$ cat src/rtl/core/kcd_pkg.sv
// Shared types and constants for the key click / long-press detector.
// No dependencies; imported by every module of the block.
package kcd_pkg;

	localparam int NUM_KEYS  = 8;
	localparam int COUNT_MAX = 65535;
	localparam int MAX_HITS  = 14;
	localparam int KEY_W     = 3;
	localparam int TICK_W    = 16;

	localparam logic [3:0] CLK_NONE = 4'd0;
	localparam logic [3:0] CLK_ONE  = 4'd1;
	localparam logic [3:0] CLK_TWO  = 4'd2;
	localparam logic [3:0] CLK_ERR  = 4'd15;

	typedef enum logic [1:0] {
		PH_REL     = 2'd0,
		PH_PCHK    = 2'd1,
		PH_PRESSED = 2'd2,
		PH_RCHK    = 2'd3
	} phase_t;

	typedef enum logic [2:0] {
		EV_PRESS     = 3'd0,
		EV_RELEASE   = 3'd1,
		EV_SHORT_UP  = 3'd2,
		EV_LONG      = 3'd3,
		EV_LONG_HOLD = 3'd4,
		EV_LONG_LONG = 3'd5,
		EV_LONG_UP   = 3'd6,
		EV_MULTI     = 3'd7
	} ev_code_t;

	typedef enum logic [2:0] {
		REG_DEBOUNCE  = 3'd0,
		REG_LONG      = 3'd1,
		REG_LONG_LONG = 3'd2,
		REG_HOLD      = 3'd3,
		REG_WINDOW    = 3'd4,
		REG_MAX_HITS  = 3'd5,
		REG_EV_ENABLE = 3'd6
	} reg_idx_t;

	typedef struct packed {
		phase_t            phase;
		logic              active;
		logic [TICK_W-1:0] ticks;
		logic [3:0]        click;
		logic              long_mark;
		logic              level;
	} key_state_t;

	typedef struct packed {
		logic [7:0]        debounce;
		logic [TICK_W-1:0] long_t;
		logic [TICK_W-1:0] long_long_t;
		logic [TICK_W-1:0] hold;
		logic [TICK_W-1:0] window;
		logic [31:0]       max_hits;
		logic [7:0]        ev_enable;
	} cfg_t;

	typedef struct packed {
		ev_code_t   code;
		logic [3:0] hits;
	} ev_t;

	// evaluation result for the key at the head of the ring
	typedef struct packed {
		key_state_t nxt;
		logic [1:0] n_ev;
		ev_t        ev0;
		ev_t        ev1;
		logic       need_mod;
	} eval_t;

endpackage

$ cat src/rtl/core/key_click_long_press_detector_core.sv
// Key click / long-press detector, top level.
// Depends on kcd_pkg, kcd_cell, kcd_rem, kcd_eval.
//
// Slave stream: one transaction per scan tick, tdata[7:0] = key levels (bit k = key k).
// Master stream: one transaction per event, keys in ascending order; tlast marks the
// final event of a tick. A tick with no events produces no output.
// Config channel: cfg_index selects a register (0 debounce, 1 long, 2 long-long,
// 3 hold period, 4 click window, 5 packed max hits, 6 event enable); always ready.
// Write it only while the block is idle.
// Key state sits in a ring of NUM_KEYS cells that rotates one key per step; the key
// at the head is evaluated and written back at the tail.
// Per tick the ring steps once per key once its events are pushed; a key whose long-hold
// period check needs it first runs the serial remainder unit; a flush state ends the tick.
// The input is taken again once the tick's last event has been handed to the output
// register. When the receiver stalls, the event pipeline (one pending event plus the
// output register) fills and the ring stops stepping until the stall clears.
// Reset puts every key released and inactive and loads the register defaults.
module key_click_long_press_detector_core (
	input  logic        clk,
	input  logic        arst_n,
	input  logic        s_axis_tvalid,
	output logic        s_axis_tready,
	input  logic [7:0]  s_axis_tdata,   // [7:0] key_levels
	output logic        m_axis_tvalid,
	input  logic        m_axis_tready,
	output logic [15:0] m_axis_tdata,   // [2:0] key_index, [5:3] event_code, [9:6] hit_count
	output logic        m_axis_tlast,
	input  logic        cfg_valid,
	output logic        cfg_ready,
	input  logic [2:0]  cfg_index,
	input  logic [31:0] cfg_data
);
	import kcd_pkg::*;

	typedef enum logic [2:0] {
		S_IDLE  = 3'b001,
		S_EVAL  = 3'b010,
		S_FLUSH = 3'b100
	} state_t;

	state_t            state_q;
	cfg_t              cfg_q;
	logic [KEY_W-1:0]  key_q;
	logic [1:0]        sub_q;
	logic              pend_v_q, out_v_q, out_last_q;
	ev_t               pend_q, out_ev_q;
	logic [KEY_W-1:0]  pend_key_q, out_key_q;

	key_state_t        cell_q [NUM_KEYS];
	key_state_t        cell_d [NUM_KEYS];
	eval_t             ev_res;
	logic              in_acc, shift_en, mod_ok, rem_start, rem_busy, rem_done, rem_zero;
	logic              out_free, push, key_fin, out_load;
	ev_t               cur_ev;
	logic [TICK_W-1:0] heff;

	assign cfg_ready = 1'b1;

	always_ff @(posedge clk or negedge arst_n) begin
		if (!arst_n) begin
			cfg_q <= '{debounce: 8'd2, long_t: 16'd100, long_long_t: 16'd300,
				hold: 16'd10, window: 16'd30, max_hits: 32'h1111_1111, ev_enable: 8'hFF};
		end else if (cfg_valid) begin
			case (reg_idx_t'(cfg_index))
				REG_DEBOUNCE:  cfg_q.debounce    <= cfg_data[7:0];
				REG_LONG:      cfg_q.long_t      <= cfg_data[TICK_W-1:0];
				REG_LONG_LONG: cfg_q.long_long_t <= cfg_data[TICK_W-1:0];
				REG_HOLD:      cfg_q.hold        <= cfg_data[TICK_W-1:0];
				REG_WINDOW:    cfg_q.window      <= cfg_data[TICK_W-1:0];
				REG_MAX_HITS:  cfg_q.max_hits    <= cfg_data;
				REG_EV_ENABLE: cfg_q.ev_enable   <= cfg_data[7:0];
				default: ;
			endcase
		end
	end

	assign in_acc = s_axis_tvalid && s_axis_tready;

	genvar g;
	generate
		for (g = 0; g < NUM_KEYS; g++) begin : g_ring
			if (g == NUM_KEYS - 1) begin : g_tail
				assign cell_d[g] = ev_res.nxt;
			end else begin : g_mid
				assign cell_d[g] = cell_q[g+1];
			end
			kcd_cell u_cell (
				.clk      (clk),
				.arst_n   (arst_n),
				.shift_en (shift_en),
				.load_en  (in_acc),
				.level_in (s_axis_tdata[g]),
				.d        (cell_d[g]),
				.q        (cell_q[g])
			);
		end
	endgenerate

	kcd_eval u_eval (
		.cur      (cell_q[0]),
		.cfg      (cfg_q),
		.key      (key_q),
		.mod_zero (rem_zero),
		.res      (ev_res)
	);

	assign heff = (cfg_q.hold == '0) ? TICK_W'(1) : cfg_q.hold;

	kcd_rem u_rem (
		.clk    (clk),
		.arst_n (arst_n),
		.start  (rem_start),
		.clear  (shift_en),
		.x      (cell_q[0].ticks - cfg_q.long_t),
		.h      (heff),
		.busy   (rem_busy),
		.done   (rem_done),
		.zero   (rem_zero)
	);

	assign mod_ok    = !ev_res.need_mod || rem_done;
	assign rem_start = (state_q == S_EVAL) && ev_res.need_mod && !rem_done && !rem_busy;
	assign out_free  = !out_v_q || m_axis_tready;
	assign cur_ev    = (sub_q == 2'd0) ? ev_res.ev0 : ev_res.ev1;
	assign push      = (state_q == S_EVAL) && mod_ok && (sub_q < ev_res.n_ev) &&
		(!pend_v_q || out_free);
	assign key_fin   = (state_q == S_EVAL) && mod_ok && (sub_q >= ev_res.n_ev);
	assign shift_en  = key_fin;
	// output register takes the pending event on a push behind it or at the flush
	assign out_load  = (push && pend_v_q) || (state_q == S_FLUSH && pend_v_q && out_free);

	assign s_axis_tready = (state_q == S_IDLE);

	always_ff @(posedge clk or negedge arst_n) begin
		if (!arst_n) begin
			state_q  <= S_IDLE;
			key_q    <= '0;
			sub_q    <= '0;
			pend_v_q <= 1'b0;
			out_v_q  <= 1'b0;
		end else begin
			if (out_load) out_v_q <= 1'b1;
			else if (m_axis_tready) out_v_q <= 1'b0;
			case (state_q)
				S_IDLE: begin
					if (in_acc) state_q <= S_EVAL;
				end
				S_EVAL: begin
					if (push) begin
						sub_q    <= sub_q + 2'd1;
						pend_v_q <= 1'b1;
					end
					if (key_fin) begin
						sub_q <= '0;
						key_q <= (key_q == KEY_W'(NUM_KEYS - 1)) ? '0 : key_q + 1'b1;
						if (key_q == KEY_W'(NUM_KEYS - 1)) state_q <= S_FLUSH;
					end
				end
				S_FLUSH: begin
					if (!pend_v_q) begin
						state_q <= S_IDLE;
					end else if (out_free) begin
						pend_v_q <= 1'b0;
						state_q  <= S_IDLE;
					end
				end
				default: state_q <= S_IDLE;
			endcase
		end
	end

	always_ff @(posedge clk) begin
		if (push) begin
			pend_q     <= cur_ev;
			pend_key_q <= key_q;
			if (pend_v_q) begin
				out_ev_q   <= pend_q;
				out_key_q  <= pend_key_q;
				out_last_q <= 1'b0;
			end
		end else if (state_q == S_FLUSH && pend_v_q && out_free) begin
			out_ev_q   <= pend_q;
			out_key_q  <= pend_key_q;
			out_last_q <= 1'b1;
		end
	end

	assign m_axis_tvalid = out_v_q;
	assign m_axis_tlast  = out_last_q;
	assign m_axis_tdata  = {6'd0, out_ev_q.hits, out_ev_q.code, out_key_q};

	// a tick always ends with the pending event drained
	a_idle_empty: assert property (@(posedge clk) disable iff (!arst_n)
		state_q == S_IDLE |-> !pend_v_q)
		else $error("pending event left over at end of tick");

	a_idle_key0: assert property (@(posedge clk) disable iff (!arst_n)
		state_q == S_IDLE |-> key_q == '0)
		else $error("key counter not rewound");

	a_rem_start: assert property (@(posedge clk) disable iff (!arst_n)
		rem_start |=> rem_busy)
		else $error("remainder unit did not start");

	a_no_shift_while_rem: assert property (@(posedge clk) disable iff (!arst_n)
		rem_busy |-> !shift_en)
		else $error("ring stepped during remainder check");
endmodule

$ cat src/rtl/core/kcd_cell.sv
// One key cell of the state ring: holds a key's state and passes it to its neighbor.
// Depends on kcd_pkg.
module kcd_cell (
	input  logic                clk,
	input  logic                arst_n,
	input  logic                shift_en,
	input  logic                load_en,
	input  logic                level_in,
	input  kcd_pkg::key_state_t d,
	output kcd_pkg::key_state_t q
);
	import kcd_pkg::*;

	key_state_t st_q;

	always_ff @(posedge clk or negedge arst_n) begin
		if (!arst_n) begin
			st_q <= '{phase: PH_REL, active: 1'b0, ticks: '0, click: CLK_NONE,
				long_mark: 1'b0, level: 1'b0};
		end else if (load_en) begin
			st_q.level <= level_in;
		end else if (shift_en) begin
			st_q <= d;
		end
	end

	assign q = st_q;
endmodule

$ cat src/rtl/core/kcd_rem.sv
// Iterative remainder test (x mod h == 0), one quotient bit per cycle.
// Depends on kcd_pkg.
module kcd_rem (
	input  logic                      clk,
	input  logic                      arst_n,
	input  logic                      start,
	input  logic                      clear,
	input  logic [kcd_pkg::TICK_W-1:0] x,
	input  logic [kcd_pkg::TICK_W-1:0] h,
	output logic                      busy,
	output logic                      done,
	output logic                      zero
);
	import kcd_pkg::*;

	localparam int CNT_W = $clog2(TICK_W + 1);

	logic [TICK_W-1:0] r_q, x_q;
	logic [CNT_W-1:0]  cnt_q;
	logic              done_q;
	logic [TICK_W:0]   rs;

	always_comb begin
		rs = {r_q, x_q[TICK_W-1]};
		if (rs >= {1'b0, h}) rs = rs - {1'b0, h};
	end

	always_ff @(posedge clk or negedge arst_n) begin
		if (!arst_n) begin
			cnt_q  <= '0;
			done_q <= 1'b0;
		end else if (start) begin
			cnt_q  <= CNT_W'(TICK_W);
			done_q <= 1'b0;
		end else if (cnt_q != '0) begin
			cnt_q <= cnt_q - 1'b1;
			if (cnt_q == CNT_W'(1)) done_q <= 1'b1;
		end else if (clear) begin
			done_q <= 1'b0;
		end
	end

	always_ff @(posedge clk) begin
		if (start) begin
			r_q <= '0;
			x_q <= x;
		end else if (cnt_q != '0) begin
			r_q <= rs[TICK_W-1:0];
			x_q <= {x_q[TICK_W-2:0], 1'b0};
		end
	end

	assign busy = (cnt_q != '0);
	assign done = done_q;
	assign zero = (r_q == '0);
endmodule

$ cat src/rtl/core/kcd_eval.sv
// Next-state and event logic for the key at the head of the ring.
// Depends on kcd_pkg.
module kcd_eval (
	input  kcd_pkg::key_state_t      cur,
	input  kcd_pkg::cfg_t            cfg,
	input  logic [kcd_pkg::KEY_W-1:0] key,
	input  logic                     mod_zero,
	output kcd_pkg::eval_t           res
);
	import kcd_pkg::*;

	key_state_t        s;
	logic [3:0]        mh_raw, mh;
	logic [TICK_W-1:0] heff, lim;
	logic [TICK_W:0]   t1;
	logic              sc, do_hold, do_rhold, do_rproc, do_press, skip_clr;
	logic              r0v, r1v, en0, en1;
	ev_t               r0, r1;

	always_comb begin
		s        = cur;
		heff     = (cfg.hold == '0) ? TICK_W'(1) : cfg.hold;
		mh_raw   = cfg.max_hits[{key, 2'b00} +: 4];
		mh       = (mh_raw == 4'd0) ? 4'd1 :
			(mh_raw > 4'(MAX_HITS)) ? 4'(MAX_HITS) : mh_raw;
		sc       = !cur.long_mark && (cur.click != CLK_NONE);
		do_hold  = 1'b0;
		do_rhold = 1'b0;
		do_rproc = 1'b0;
		do_press = 1'b0;
		skip_clr = 1'b0;
		r0v      = 1'b0;
		r1v      = 1'b0;
		r0       = '{code: EV_PRESS, hits: 4'd0};
		r1       = '{code: EV_PRESS, hits: 4'd0};

		case (cur.phase)
			PH_REL: begin
				if (cur.level) begin
					s.phase = PH_PCHK;
					if (!cur.active) begin
						s.active = 1'b1;
						s.ticks  = '0;
					end
				end else if (cur.active) begin
					do_rhold = 1'b1;
				end
			end
			PH_PRESSED: begin
				if (cur.active) begin
					if (!cur.level) s.phase = PH_RCHK;
					else do_hold = 1'b1;
				end
			end
			PH_RCHK: begin
				if (cur.active) begin
					if (!cur.level) begin
						s.phase  = PH_REL;
						s.ticks  = '0;
						do_rproc = 1'b1;
					end else begin
						s.phase = PH_PRESSED;
						do_hold = 1'b1;
					end
				end
			end
			default: begin
				if (cur.active) begin
					if (cur.level) begin
						if (cur.ticks >= {8'd0, cfg.debounce}) begin
							s.phase  = PH_PRESSED;
							s.ticks  = '0;
							do_press = 1'b1;
						end
					end else begin
						s.phase  = PH_REL;
						do_rhold = 1'b1;
					end
				end
			end
		endcase

		if (do_rhold) begin
			if (mh > 4'd1 && sc) begin
				if (cur.ticks < cfg.window) begin
					skip_clr = 1'b1;
				end else if (cur.click == CLK_ONE) begin
					r0v = 1'b1;
					r0  = '{code: EV_SHORT_UP, hits: 4'd0};
				end else if (cur.click != CLK_ERR) begin
					r0v = 1'b1;
					r0  = '{code: EV_MULTI, hits: cur.click};
				end
			end
			if (!skip_clr) begin
				s.active    = 1'b0;
				s.ticks     = '0;
				s.click     = CLK_NONE;
				s.long_mark = 1'b0;
			end
		end

		if (do_rproc) begin
			r0v = 1'b1;
			r0  = '{code: EV_RELEASE, hits: 4'd0};
			if (sc) begin
				if (mh == 4'd1) begin
					r1v = 1'b1;
					r1  = '{code: EV_SHORT_UP, hits: 4'd0};
				end
			end else if (cur.long_mark) begin
				r1v = 1'b1;
				r1  = '{code: EV_LONG_UP, hits: 4'd0};
			end
		end

		if (do_hold) begin
			if (cur.ticks > cfg.long_t) begin
				if (cur.ticks == cfg.long_long_t) begin
					s.long_mark = 1'b1;
					s.click     = CLK_NONE;
					r0v         = 1'b1;
					r0          = '{code: EV_LONG_LONG, hits: 4'd0};
				end else if (mod_zero) begin
					r0v = 1'b1;
					r0  = '{code: EV_LONG_HOLD, hits: 4'd0};
				end
			end else if (cur.ticks == cfg.long_t) begin
				s.long_mark = 1'b1;
				s.click     = CLK_NONE;
				r0v         = 1'b1;
				r0          = '{code: EV_LONG, hits: 4'd0};
			end
		end

		if (do_press) begin
			r0v = 1'b1;
			r0  = '{code: EV_PRESS, hits: 4'd0};
			if (!cur.long_mark && cur.click == CLK_NONE) begin
				s.click = CLK_ONE;
			end else if (!(mh <= 4'd1 || cur.long_mark)) begin
				if (cur.click == CLK_ONE) s.click = CLK_TWO;
				else if (cur.click != CLK_ERR) begin
					if (mh > cur.click) s.click = cur.click + 4'd1;
					else s.click = CLK_ERR;
				end
			end
		end

		// tick counter, folded back by one hold period near the top
		lim = TICK_W'(COUNT_MAX) - heff;
		t1  = {1'b0, s.ticks} + 1'b1;
		if (t1 > {1'b0, lim}) t1 = (t1 >= {1'b0, heff}) ? t1 - {1'b0, heff} : '0;
		if (s.active) s.ticks = t1[TICK_W-1:0];

		en0 = r0v && cfg.ev_enable[r0.code];
		en1 = r1v && cfg.ev_enable[r1.code];

		res.nxt      = s;
		res.n_ev     = {1'b0, en0} + {1'b0, en1};
		res.ev0      = en0 ? r0 : r1;
		res.ev1      = r1;
		res.need_mod = do_hold && (cur.ticks > cfg.long_t) &&
			(cur.ticks != cfg.long_long_t);
	end
endmodule

$ cat config.mk
export PLATFORM = sky130hd
export DESIGN_NAME = key_click_long_press_detector_core
export DESIGN_NICKNAME = d
export VERILOG_FILES = /design/src/rtl/core/kcd_pkg.sv /design/src/rtl/core/key_click_long_press_detector_core.sv /design/src/rtl/core/kcd_cell.sv /design/src/rtl/core/kcd_rem.sv /design/src/rtl/core/kcd_eval.sv
export SDC_FILE = /design/constraint.sdc
export NUM_CORES = 1
export LEC_CHECK = 0
export CORE_ASPECT_RATIO = 1.5
export CORE_MARGIN = 3
export CORE_UTILIZATION = 40
export CTS_BUF_LIST = sky130_fd_sc_hd__clkbuf_4
export CTS_CLUSTER_DIAMETER = 100
export CTS_CLUSTER_SIZE = 14
export DETAILED_ROUTE_END_ITERATION = 16
export DONT_BUFFER_PORTS = 1
export GPL_ROUTABILITY_DRIVEN = 0
export PLACE_DENSITY_LB_ADDON = 0.1
export SYNTH_ARGS = -nofsm -noshare
export SYNTH_HDL_FRONTEND = slang
export SYNTH_SLANG_ARGS = --single-unit
$ cat constraint.sdc
create_clock -name clk -period 8.05 [get_ports clk]
set_input_delay 0.4025 -clock clk [delete_from_list [all_inputs] [get_ports clk]]
set_output_delay 0.4025 -clock clk [all_outputs]
set_load 0.02 [all_outputs]
# Word-level counts from Yosys, hierarchy flattened
# Index checks and enable logic that the tools add are counted.
word_totals:
  reg_bits: 381
  inputBits: 48
  output_inout_bits: 20
  word_cells: 322
op_classes:
  add_sub_neg: 10
  magnitude_cmp: 14
  eq_ne: 26
  n_shift: 1
  muxes: 138
  bitwise: 1
  reduce_logical: 61
ops:
  columns: ["cell", "n"]
  rows:
  - ["$mux W16", 13]
  - ["$mux W7", 20]
  - ["$mux W1", 62]
  - ["$pmux W16 S3", 1]
  - ["$sub A16 B16 Y16", 3]
  - ["$mux W22", 2]
  - ["$ge A17 B16 Y1", 2]
  - ["$eq A16 B16 Y1", 2]
  - ["$logic_not A16 Y1", 2]
  - ["$mux W4", 8]
  - ["$shiftx A32 B6 Y4", 1]
  - ["$mux W5", 6]
  - ["$mux W3", 9]
  - ["$reduce_and A2 Y1", 13]
  - ["$mux W19", 1]
  - ["$logic_and A1 B1 Y1", 18]
  - ["$mux W2", 9]
  - ["$add A16 B1 Y17 const B", 1]
  - ["$gt A17 B16 Y1", 1]
  - ["$ge A16 B8 Y1", 1]
  - ["$gt A16 B16 Y1", 1]
  - ["$lt A16 B16 Y1", 1]
  - ["$ne A16 B16 Y1", 1]
  - ["$sub A16 B16 Y16 const A", 1]
  - ["other kinds (41)", 72]

# Logic depth before layout (Yosys ltp)
# Gate-level depths: netlist of the first run.
logic_depth:
  ltp_word: 24
  ltp_mapped: 27
  mapped_depth_nobuf: 25

# By module
# A second synthesis of the first run with hierarchy kept.
unflattened:
  cells_unflattened: 1822
  hier_area_um2: 21804.7
by_module_without_submodules:
  columns: ["module", "n_inst", "cells_each", "area_each_um2", "seq_area_each_um2"]
  rows:
  - ["kcd_cell", 8, 56, 1054.8, 625.6]
  - ["key_click_long_press_detector_core", 1, 489, 6414.9, 3722.3]
  - ["kcd_eval", 1, 606, 4304.1, 0.0]
  - ["kcd_rem", 1, 279, 2647.5, 950.9]

# Worst setup path before layout of the first run
# Ideal clock, no wire load.
synth_path:
  path_kind: "register to register"
  from: "register cfg_q[41] in the netlist's numbering"
  to: "register g_ring[7].u_cell.st_q, in the netlist g_ring[7].u_cell.q[16]"
  setup_time_ns: 0.066
  arrival_ns: 5.914
  required_time_ns: 7.984
  slack_ns: 2.069
  path_stages_with_launch: 26
  path_buffers: 1
  synth_period_minus_slack_ns: 5.981
  cell_sequence: "dfstp_2 > inv_1 > ha_1 > o21ai_0 > o21ai_1 > a211oi_2 > o31ai_2 > o41ai_2 > nand3_1 > buf_2 > nor2_1 > ha_1 > nand3_1 > nor3_1 > nand2_1 > nor4_1 > xnor2_1 > ha_1 > a21oi_1 > o21bai_1 > a2111o_1 > o31ai_1 > o41ai_4 > o32a_1 > mux2i_1 > a221o_1"
synth_between:
  elab_chain_len: 17
  elab_cells_between_ends: 40
  classes_between: "add/sub: 3; order compare: 4; mux: 30; reduce/logical: 3"
synth_lines:
  columns: ["element", "line", "source"]
  rows:
  - ["from (decl)", "key_click_long_press_detector_core.sv:42", "cfg_t cfg_q;"]
  - ["from (signal assigned)", "key_click_long_press_detector_core.sv:61", "cfg_q <= '{debounce: 8'd2, long_t: 16'd100, long_long_t: 16'd300,"]
  - ["$lt A16 B16 Y1 (*)", "kcd_eval.sv:85", "if (cur.ticks < cfg.window) begin"]
  - ["parallel branches: the longest is 16 deep, another holds $add A16 B1 Y17", null, null]
  - ["to (signal assigned)", "kcd_cell.sv:18", "st_q <= '{phase: PH_REL, active: 1'b0, ticks: '0, click: CLK_NONE,"]
  - ["to (decl)", "kcd_cell.sv:14", "key_state_t st_q;"]
# Mark *: on every way between the ends. The select of a mux whose other input is x is not followed.
# A chain may end at the register's enable or synchronous reset.

# Final worst setup path of the first run
layout_path:
  from: "register g_ring[0].u_cell.st_q, in the netlist g_ring[0].u_cell.q[11]"
  to: "register g_ring[7].u_cell.st_q, in the netlist g_ring[7].u_cell.q[13]"
layout_between:
  elab_chain_len: 17
  elab_cells_between_ends: 62
  classes_between: "add/sub: 3; order compare: 6; eq/ne: 3; mux: 42; reduce/logical: 8"
layout_lines:
  columns: ["element", "line"]
  rows:
  - ["from (decl)", "kcd_cell.sv:14"]
  - ["from (signal assigned)", "kcd_cell.sv:18"]
  - ["parallel branches: the longest is 17 deep, another holds $add A16 B1 Y17", null]
# Parallel ways; which one is timed is not known. The select of a mux whose other input is x is not followed.

==> impl_metrics.yaml, run 1 <==
die:
  rows: 99
  die-area_mm2: 0.0524
  core_area_mm2: 0.0488
  die_w_um: 188
  io_pins: 68
  die_y_um: 279
  start_util_pct: 40.7
min_path:
  hold_start: "cfg_index[0]"
  hold_end: "cfg_q[93]"
  holdPathStages: 4
  hold_path.class: "input pin to register"
global_routing:
  grt_pass1_vias: 15000
  grt_pass1_wl_mm: 86.0
  track_usage_pct: 20.6
  grt_antenna_before_repair: 1
  grt_max_degree: 329
  grt-ovfl-total: 0
final_layout:
  drive_gt1_share_pct: 11.0
  final_common_cell: "nand2_1"
  area_growth_pct: 8.77
  nNetsFinal: 2284
  design_area_mm2: 0.0216
  final_cell_mix: "637 x nand2_1, 297 x dfrtp_1, 105 x o21ai_0"
run:
  cap_violations: 0
worst_setup_path:
  cp-start-kind: "register"
  r2r_start: "g_ring[0].u_cell.q[11]"
  reg2reg_depth: 26
  cp_data_arrival_time_ps: 7650
  cp-end-kind: "register"
  crit_type: "register to register"
  path_max_fanout: 20
  reg2reg_to: "g_ring[7].u_cell.q[13]"
  cp.required_ps: 8750
  worst-r2r-setup-slack_ps: 1100
sta:
  slew_violations: 0
  fin_crit_sh_pct: 86.3
  tightest_slew_ps: 1070
  tns_ps: 0
  rsz0062_at_grt: "false"
  setup_viol: 0
  timing.fmax_mhz: 144
  maxSlewHeadroom_pct: 29.0
  finalWorstSetupSlack_ps: 1100
  hold_viol: 0
  hold_slack_ps: 115
  skew_ps: 60.1
  min_period_ps: 6950
detailed_routing:
  wl_per_cell_um: 19.3
  drc_errors: 0
  drt_iter0_markers: 1149
  drt-total-wl_mm: 54.2
  via_per_inst: 5.33
  vias: 15000
  ant_nets: 0
  drtPass1Iterations: 5
logic_synthesis:
  synth-seq-cells: 381
  synth_xor_area_share_pct: 2.74
  synth_compound_area_share_pct: 10.8
  yosysSeqAreaShare_pct: 48.8
  synth_fa_ha_area_share_pct: 6.80
  synth_top_family_by_area: "simple AND/OR/NAND/NOR gates"
  synth_warnings: 0
  synth-simple-area-share_pct: 19.8
  synth_enable_flop_cells: 37
  synthMuxAreaShare_pct: 6.87
  synthFlopType: "dfrtp_1"
  async_flop_share_pct: 86.1
  syn-cell-area_mm2: 0.0198
  synth_cells: 2116
  syn_area_per_cell_um2: 9.38
  synth.distinct_cells: 91
clock_network:
  cts.path.max_buffers: 3
  h-tree-depth: 1
  post_cts_buffers: 0
  cts_tree: "yes"
  post_cts_resized: 0
  cts_buffers: 31
  path_clk_slew_ps: 180
  insertion_delay_ps: 830
  holdBufCountCts: 62
  root_buffer: "clkbuf_4"
  cts_sinks: 381
placed_design:
  numPortBuffers: 0
  dpl_cell_area_mm2: 0.0204
  dpl_worst_slack_ps: 1230
  dp_hpwl_mm: 37.8
power:
  peakVddDrop_uv: 117
  p_leak_uw: 0.0103
  powerDensity_mw_per_mm2: 292
run_status:
  outcome: "completed"
## worst max-delay path, cell delays in order, from the launching register on
cell and delay (ps):
dfrtp_1 650, ha_1 330, a21oi_1 150, o21ai_0 110, a211oi_2 240, o31ai_2 110, buf_4 190, o41ai_2 400
nand3_1 110, buf_4 220, nor2_1 270, ha_1 260, nand3_1 140, nor3_1 360, nand2_1 100, nor4_1 430
xnor2_1 320, ha_1 400, nor3_1 220, o21ai_0 170, a211oi_1 210, o31ai_1 100, buf_4 180, o41ai_4 120
nor2_1 270, a221oi_1 600, a21oi_1 140
## layout make-up
class                      count  area [um2]
fill                        4848       27200
sequential                   381        9680
multi-input combinational   1531        9380
timing repair buffer          92         918
tap                          656         821
clock buffer                  56         420
inverter                      93         349
clock inverter                 2        23.8
antenna                        1        2.50
## cell families (layout without fill, tap and decap cells)
| kind of cell | count (synthesis) | after routing |
|---|---|---|
| AOI/OAI and AO/OA | 324 | 324 |
| xor gates and xnor gates | 62 | 62 |
| adders and majority gates | 106 | 106 |
| buffers and inverters | 209 | 243 |
| DFF | 381 | 381 |
| muxes | 114 | 114 |
| other | 2 | 8 |
| and+or+nand+nor | 918 | 918 |
## cell usage after synthesis, types with 8 or more instances
| library cell | number | area (um2) |
|---|---|---|
| o31ai_1 | 11 | 82.6 |
| nor3_1 | 36 | 180 |
| a21o_1 | 13 | 97.6 |
| edfxtp_1 | 37 | 1110 |
| nor4_1 | 28 | 175 |
| dfrtp_1 | 297 | 7430 |
| a22oi_1 | 8 | 60.1 |
| ha_1 | 103 | 1290 |
| nand2b_1 | 16 | 100 |
| a31oi_1 | 13 | 81.3 |
| o21a_1 | 13 | 97.6 |
| mux2i_1 | 25 | 250 |
| xnor2_1 | 25 | 219 |
| o21ai_0 | 105 | 526 |
| nand4_1 | 22 | 138 |
| nor2_1 | 86 | 323 |
| inv_1 | 92 | 345 |
| clkbuf_1 | 100 | 375 |
| a21oi_1 | 74 | 370 |
| nor2b_1 | 18 | 113 |
| nand2_1 | 637 | 2390 |
| xor2_1 | 37 | 324 |
| nand3_1 | 27 | 135 |
| dfstp_2 | 31 | 815 |
| mux2_2 | 77 | 867 |
| dfxtp_1 | 16 | 320 |
## worst max path at each step
stage | start | to | slack (ps) | cells after the start
5_1_grt | g_ring[0].u_cell.q[15] | g_ring[7].u_cell.q[15] | 290 | 25
3_5_place_dp | g_ring[0].u_cell.q[13] | g_ring[7].u_cell.q[10] | 1230 | 25
3_3_place_gp | g_ring[0].u_cell.q[15] | g_ring[7].u_cell.q[14] | 1340 | 25
2_1_floorplan | cfg_q[41] | g_ring[7].u_cell.q[16] | 2070 | 25
4_1_cts | g_ring[0].u_cell.q[13] | g_ring[7].u_cell.q[8] | 1180 | 25
6_report | g_ring[0].u_cell.q[11] | g_ring[7].u_cell.q[13] | 1100 | 26
## state kept, by name, summed over array words and instances, names as in the netlist, 2 cells and up
register and count:
u_rem.cnt_q 5, key_q 3, pend_key_q 3, u_rem.r_q 16, out_key_q 3, pend_q 7, sub_q 2, cfg_q 112
m_axis_tdata 7, u_rem.x_q 16, state_q 3, g_ring.u_cell.q 200
## metal layers
metal / share of wire [%] / global-route usage [%] / up-vias
met5: 0 / 0 / -
met4: 4.0 / 7.72 / 0
met3: 3.9 / 2.45 / 107
met2: 51 / 36.6 / 321
met1: 41 / 25.6 / 7370
li1: - / - / 7186
## per-stage QoR
stage,utilization (%),power (uW),cells
after floorplan,-,4570,2121
after global placement,41.9,5240,2688
after detailed placement,41.9,5280,2688
after CTS,44.1,6350,2808
after global routing,44.2,6800,2812
final,44.2,6300,2812
## where the power goes
part / switching, uW / total, uW / internal, uW
clock: 642 / 955 / 313
combinational: 1570 / 2560 / 986
sequential: 369 / 2780 / 2410
No activity file was read; power rests on OpenSTA's default activity.
==> run 2, diff against run 1 <==
SYNTH_HIERARCHICAL = 1   (was unset)
==> impl_metrics.yaml, run 2 <==
placed_design:
  dp.cells: 2441
  numPortBuffers: 0
  dp_hpwl_mm: 41.0
worst_setup_path:
  cp-start-kind: "register"
  path_max_fanout: 15
  crit_type: "register to register"
  cp-end-kind: "register"
  cp_data_arrival_time_ps: 8100
  cp.required_ps: 8880
global_routing:
  grt_pass1_vias: 14700
  grt-ovfl-total: 0
  grt_antenna_before_repair: 8
  grt_pass1_wl_mm: 89.5
  grt_max_degree: 329
  track_usage_pct: 19.9
detailed_routing:
  drt_iter0_markers: 728
  drt-total-wl_mm: 57.2
  via_per_inst: 5.43
  drc_errors: 0
  ant_nets: 0
  drtPass1Iterations: 5
  wl_per_cell_um: 22.2
  vias: 14000
logic_synthesis:
  synth_top_area_share_pct: 34.1
  async_flop_share_pct: 86.1
  synth-simple-area-share_pct: 9.01
  synth_fa_ha_area_share_pct: 7.10
  synth_cells: 1822
  yosysSeqAreaShare_pct: 44.4
  synthMuxAreaShare_pct: 21.2
  synth.distinct_cells: 103
  synth_top_area_cell: "dfrtp_1"
  synth_area_leaders: "dfrtp_1 34%, mux2_4 11%, mux2_2 7.5%"
  synth_top_family_by_area: "multiplexers"
  syn_area_per_cell_um2: 12.0
  synth-seq-cells: 381
  synth_compound_area_share_pct: 9.54
  synth_enable_flop_cells: 37
  synthFlopType: "dfrtp_1"
  synth_warnings: 6
  syn-cell-area_mm2: 0.0218
  synth_top_cells_by_count: "297 x dfrtp_1, 160 x mux2_4, 145 x mux2_2"
  synth_xor_area_share_pct: 2.49
  yosysMostFrequentCell: "dfrtp_1"
final_layout:
  seq_area_mm2: 0.00968
  drive_gt1_share_pct: 26.0
  area_growth_pct: 6.72
  fin_cells: 2572
  utilization_pct: 43.3
  final_cell_mix: "297 x dfrtp_1, 160 x mux2_4, 145 x mux2_2"
  nNetsFinal: 2024
  largest_reg_flops: 200
  multi_input_area_mm2: 0.0108
  n_fill_cell: 5057
  final_common_cell: "dfrtp_1"
run:
  cap_violations: 0
power:
  powerDensity_mw_per_mm2: 213
  p_leak_uw: 0.0105
  peakVddDrop_uv: 151
  p_total_uw: 4950
clock_network:
  insertion_delay_ps: 860
  post_cts_buffers: 0
  cts_buffers: 31
  path_clk_slew_ps: 200
  cts.path.max_buffers: 3
  cts_tree: "yes"
  h-tree-depth: 1
  cts_sinks: 381
  root_buffer: "clkbuf_4"
sta:
  min_period_ps: 7280
  skew_ps: 61.3
  setup_viol: 0
  maxSlewHeadroom_pct: 15.1
  slew_violations: 0
  hold_viol: 0
  rsz0062_at_grt: "false"
  tns_ps: 0
  timing.fmax_mhz: 137
  hold_slack_ps: 110
  tightest_slew_ps: 1240
  fin_crit_sh_pct: 90.4
min_path:
  hold_path.class: "input pin to register"
die:
  io_pins: 68
  die_y_um: 292
  die_w_um: 197
  rows: 104
  start_util_pct: 40.6
  core_area_mm2: 0.0537
  die-area_mm2: 0.0574
run_status:
  outcome: "completed"
==> run 2: changes by cell type after synthesis, moves of 20 or more <==
cell / change
mux2_4: +157
xor2_1: -20
clkbuf_1: -54
nand2_1: -558
inv_1: +33
xnor2_1: +20
o21ai_0: -47
mux2_2: +68
==> run 2: power by group <==
part           total, uW  internal [uW]  switching [uW]
combinational       1610            711             897
sequential          2380           2170             209
clock                964            311             653
==> run 2: critical path: stages, from the launching register on <==
cell and delay [ps]:
dfrtp_1 560, ha_1 390, a21oi_1 190, nand2_1 70, a221oi_1 550, o211ai_1 360
o41a_2 470, nor2_1 210, nand2_1 130, inv_1 150, ha_1 270, nand3_1 190
nor2_1 440, nand3_1 160, xor2_1 150, nor2_1 80, ha_1 540, nor3_1 110
a211o_1 320, o31ai_1 240, a31oi_1 90, o311a_1 390, nor4_2 230, buf_4 290
a41oi_1 150, o32ai_1 300, mux2_4 190
==> run 2: layout make-up <==
type / instances / area share (%)
Clock buffer: 56 / 1.81
Tap cell: 689 / 3.70
Clock inverter: 1 / 0.0699
Sequential cell: 381 / 41.6
Timing Repair Buffer: 104 / 4.25
Multi-Input combinational cell: 1211 / 46.5
Antenna cell: 5 / 0.0538
Inverter: 125 / 2.02
==> run 2: final timing paths <==
kind | from | end | slack, ps | depth (start not counted)
setup / recovery | g_ring[0].u_cell/q[20] | g_ring[7].u_cell/q[10] | 770 | 26
min in group asynchronous | arst_n | g_ring[2].u_cell/q[16] | 130 | 2
max in group asynchronous | arst_n | m_axis_tvalid | 6480 | 3
hold reg to reg | pend_q[6] | m_axis_tdata[5] | 450 | 0
setup reg to reg | g_ring[0].u_cell/q[20] | g_ring[7].u_cell/q[10] | 770 | 26
hold / removal | cfg_index[0] | cfg_q[92] | 110 | 3
==> run 2: kinds of logic after synthesis <==
logic type | after synthesis
DFF | 381
and+or+nand+nor | 365
muxes | 352
AOI/OAI and AO/OA | 298
buffers and inverters | 239
adders and majority gates | 122
xor gates and xnor gates | 62
other | 3
==> run 2: metal layers <==
metal  vias to the layer above  track usage [%]  share of wire [%]
met3                        96             2.10                2.8
met1                      7069             24.6                 42
met2                       244             36.6                 52
met5                         -                0              0.047
met4                         4             5.72                3.0
li1                       6551                -                  -
==> run 2: timing repair <==
item,4_1_cts,5_1_grt
resized for setup,0,1
setup endpoints to repair,0,1
hold endpoints to repair,453,0
hold buffers,68,0
==> run 2: per-stage QoR <==
stage	area, um2	setup slack [ps]
floorplan	21800	2120
global placement	22100	740
detailed placement	22100	534
CTS	23200	513
global route	23300	254
finish	23300	772
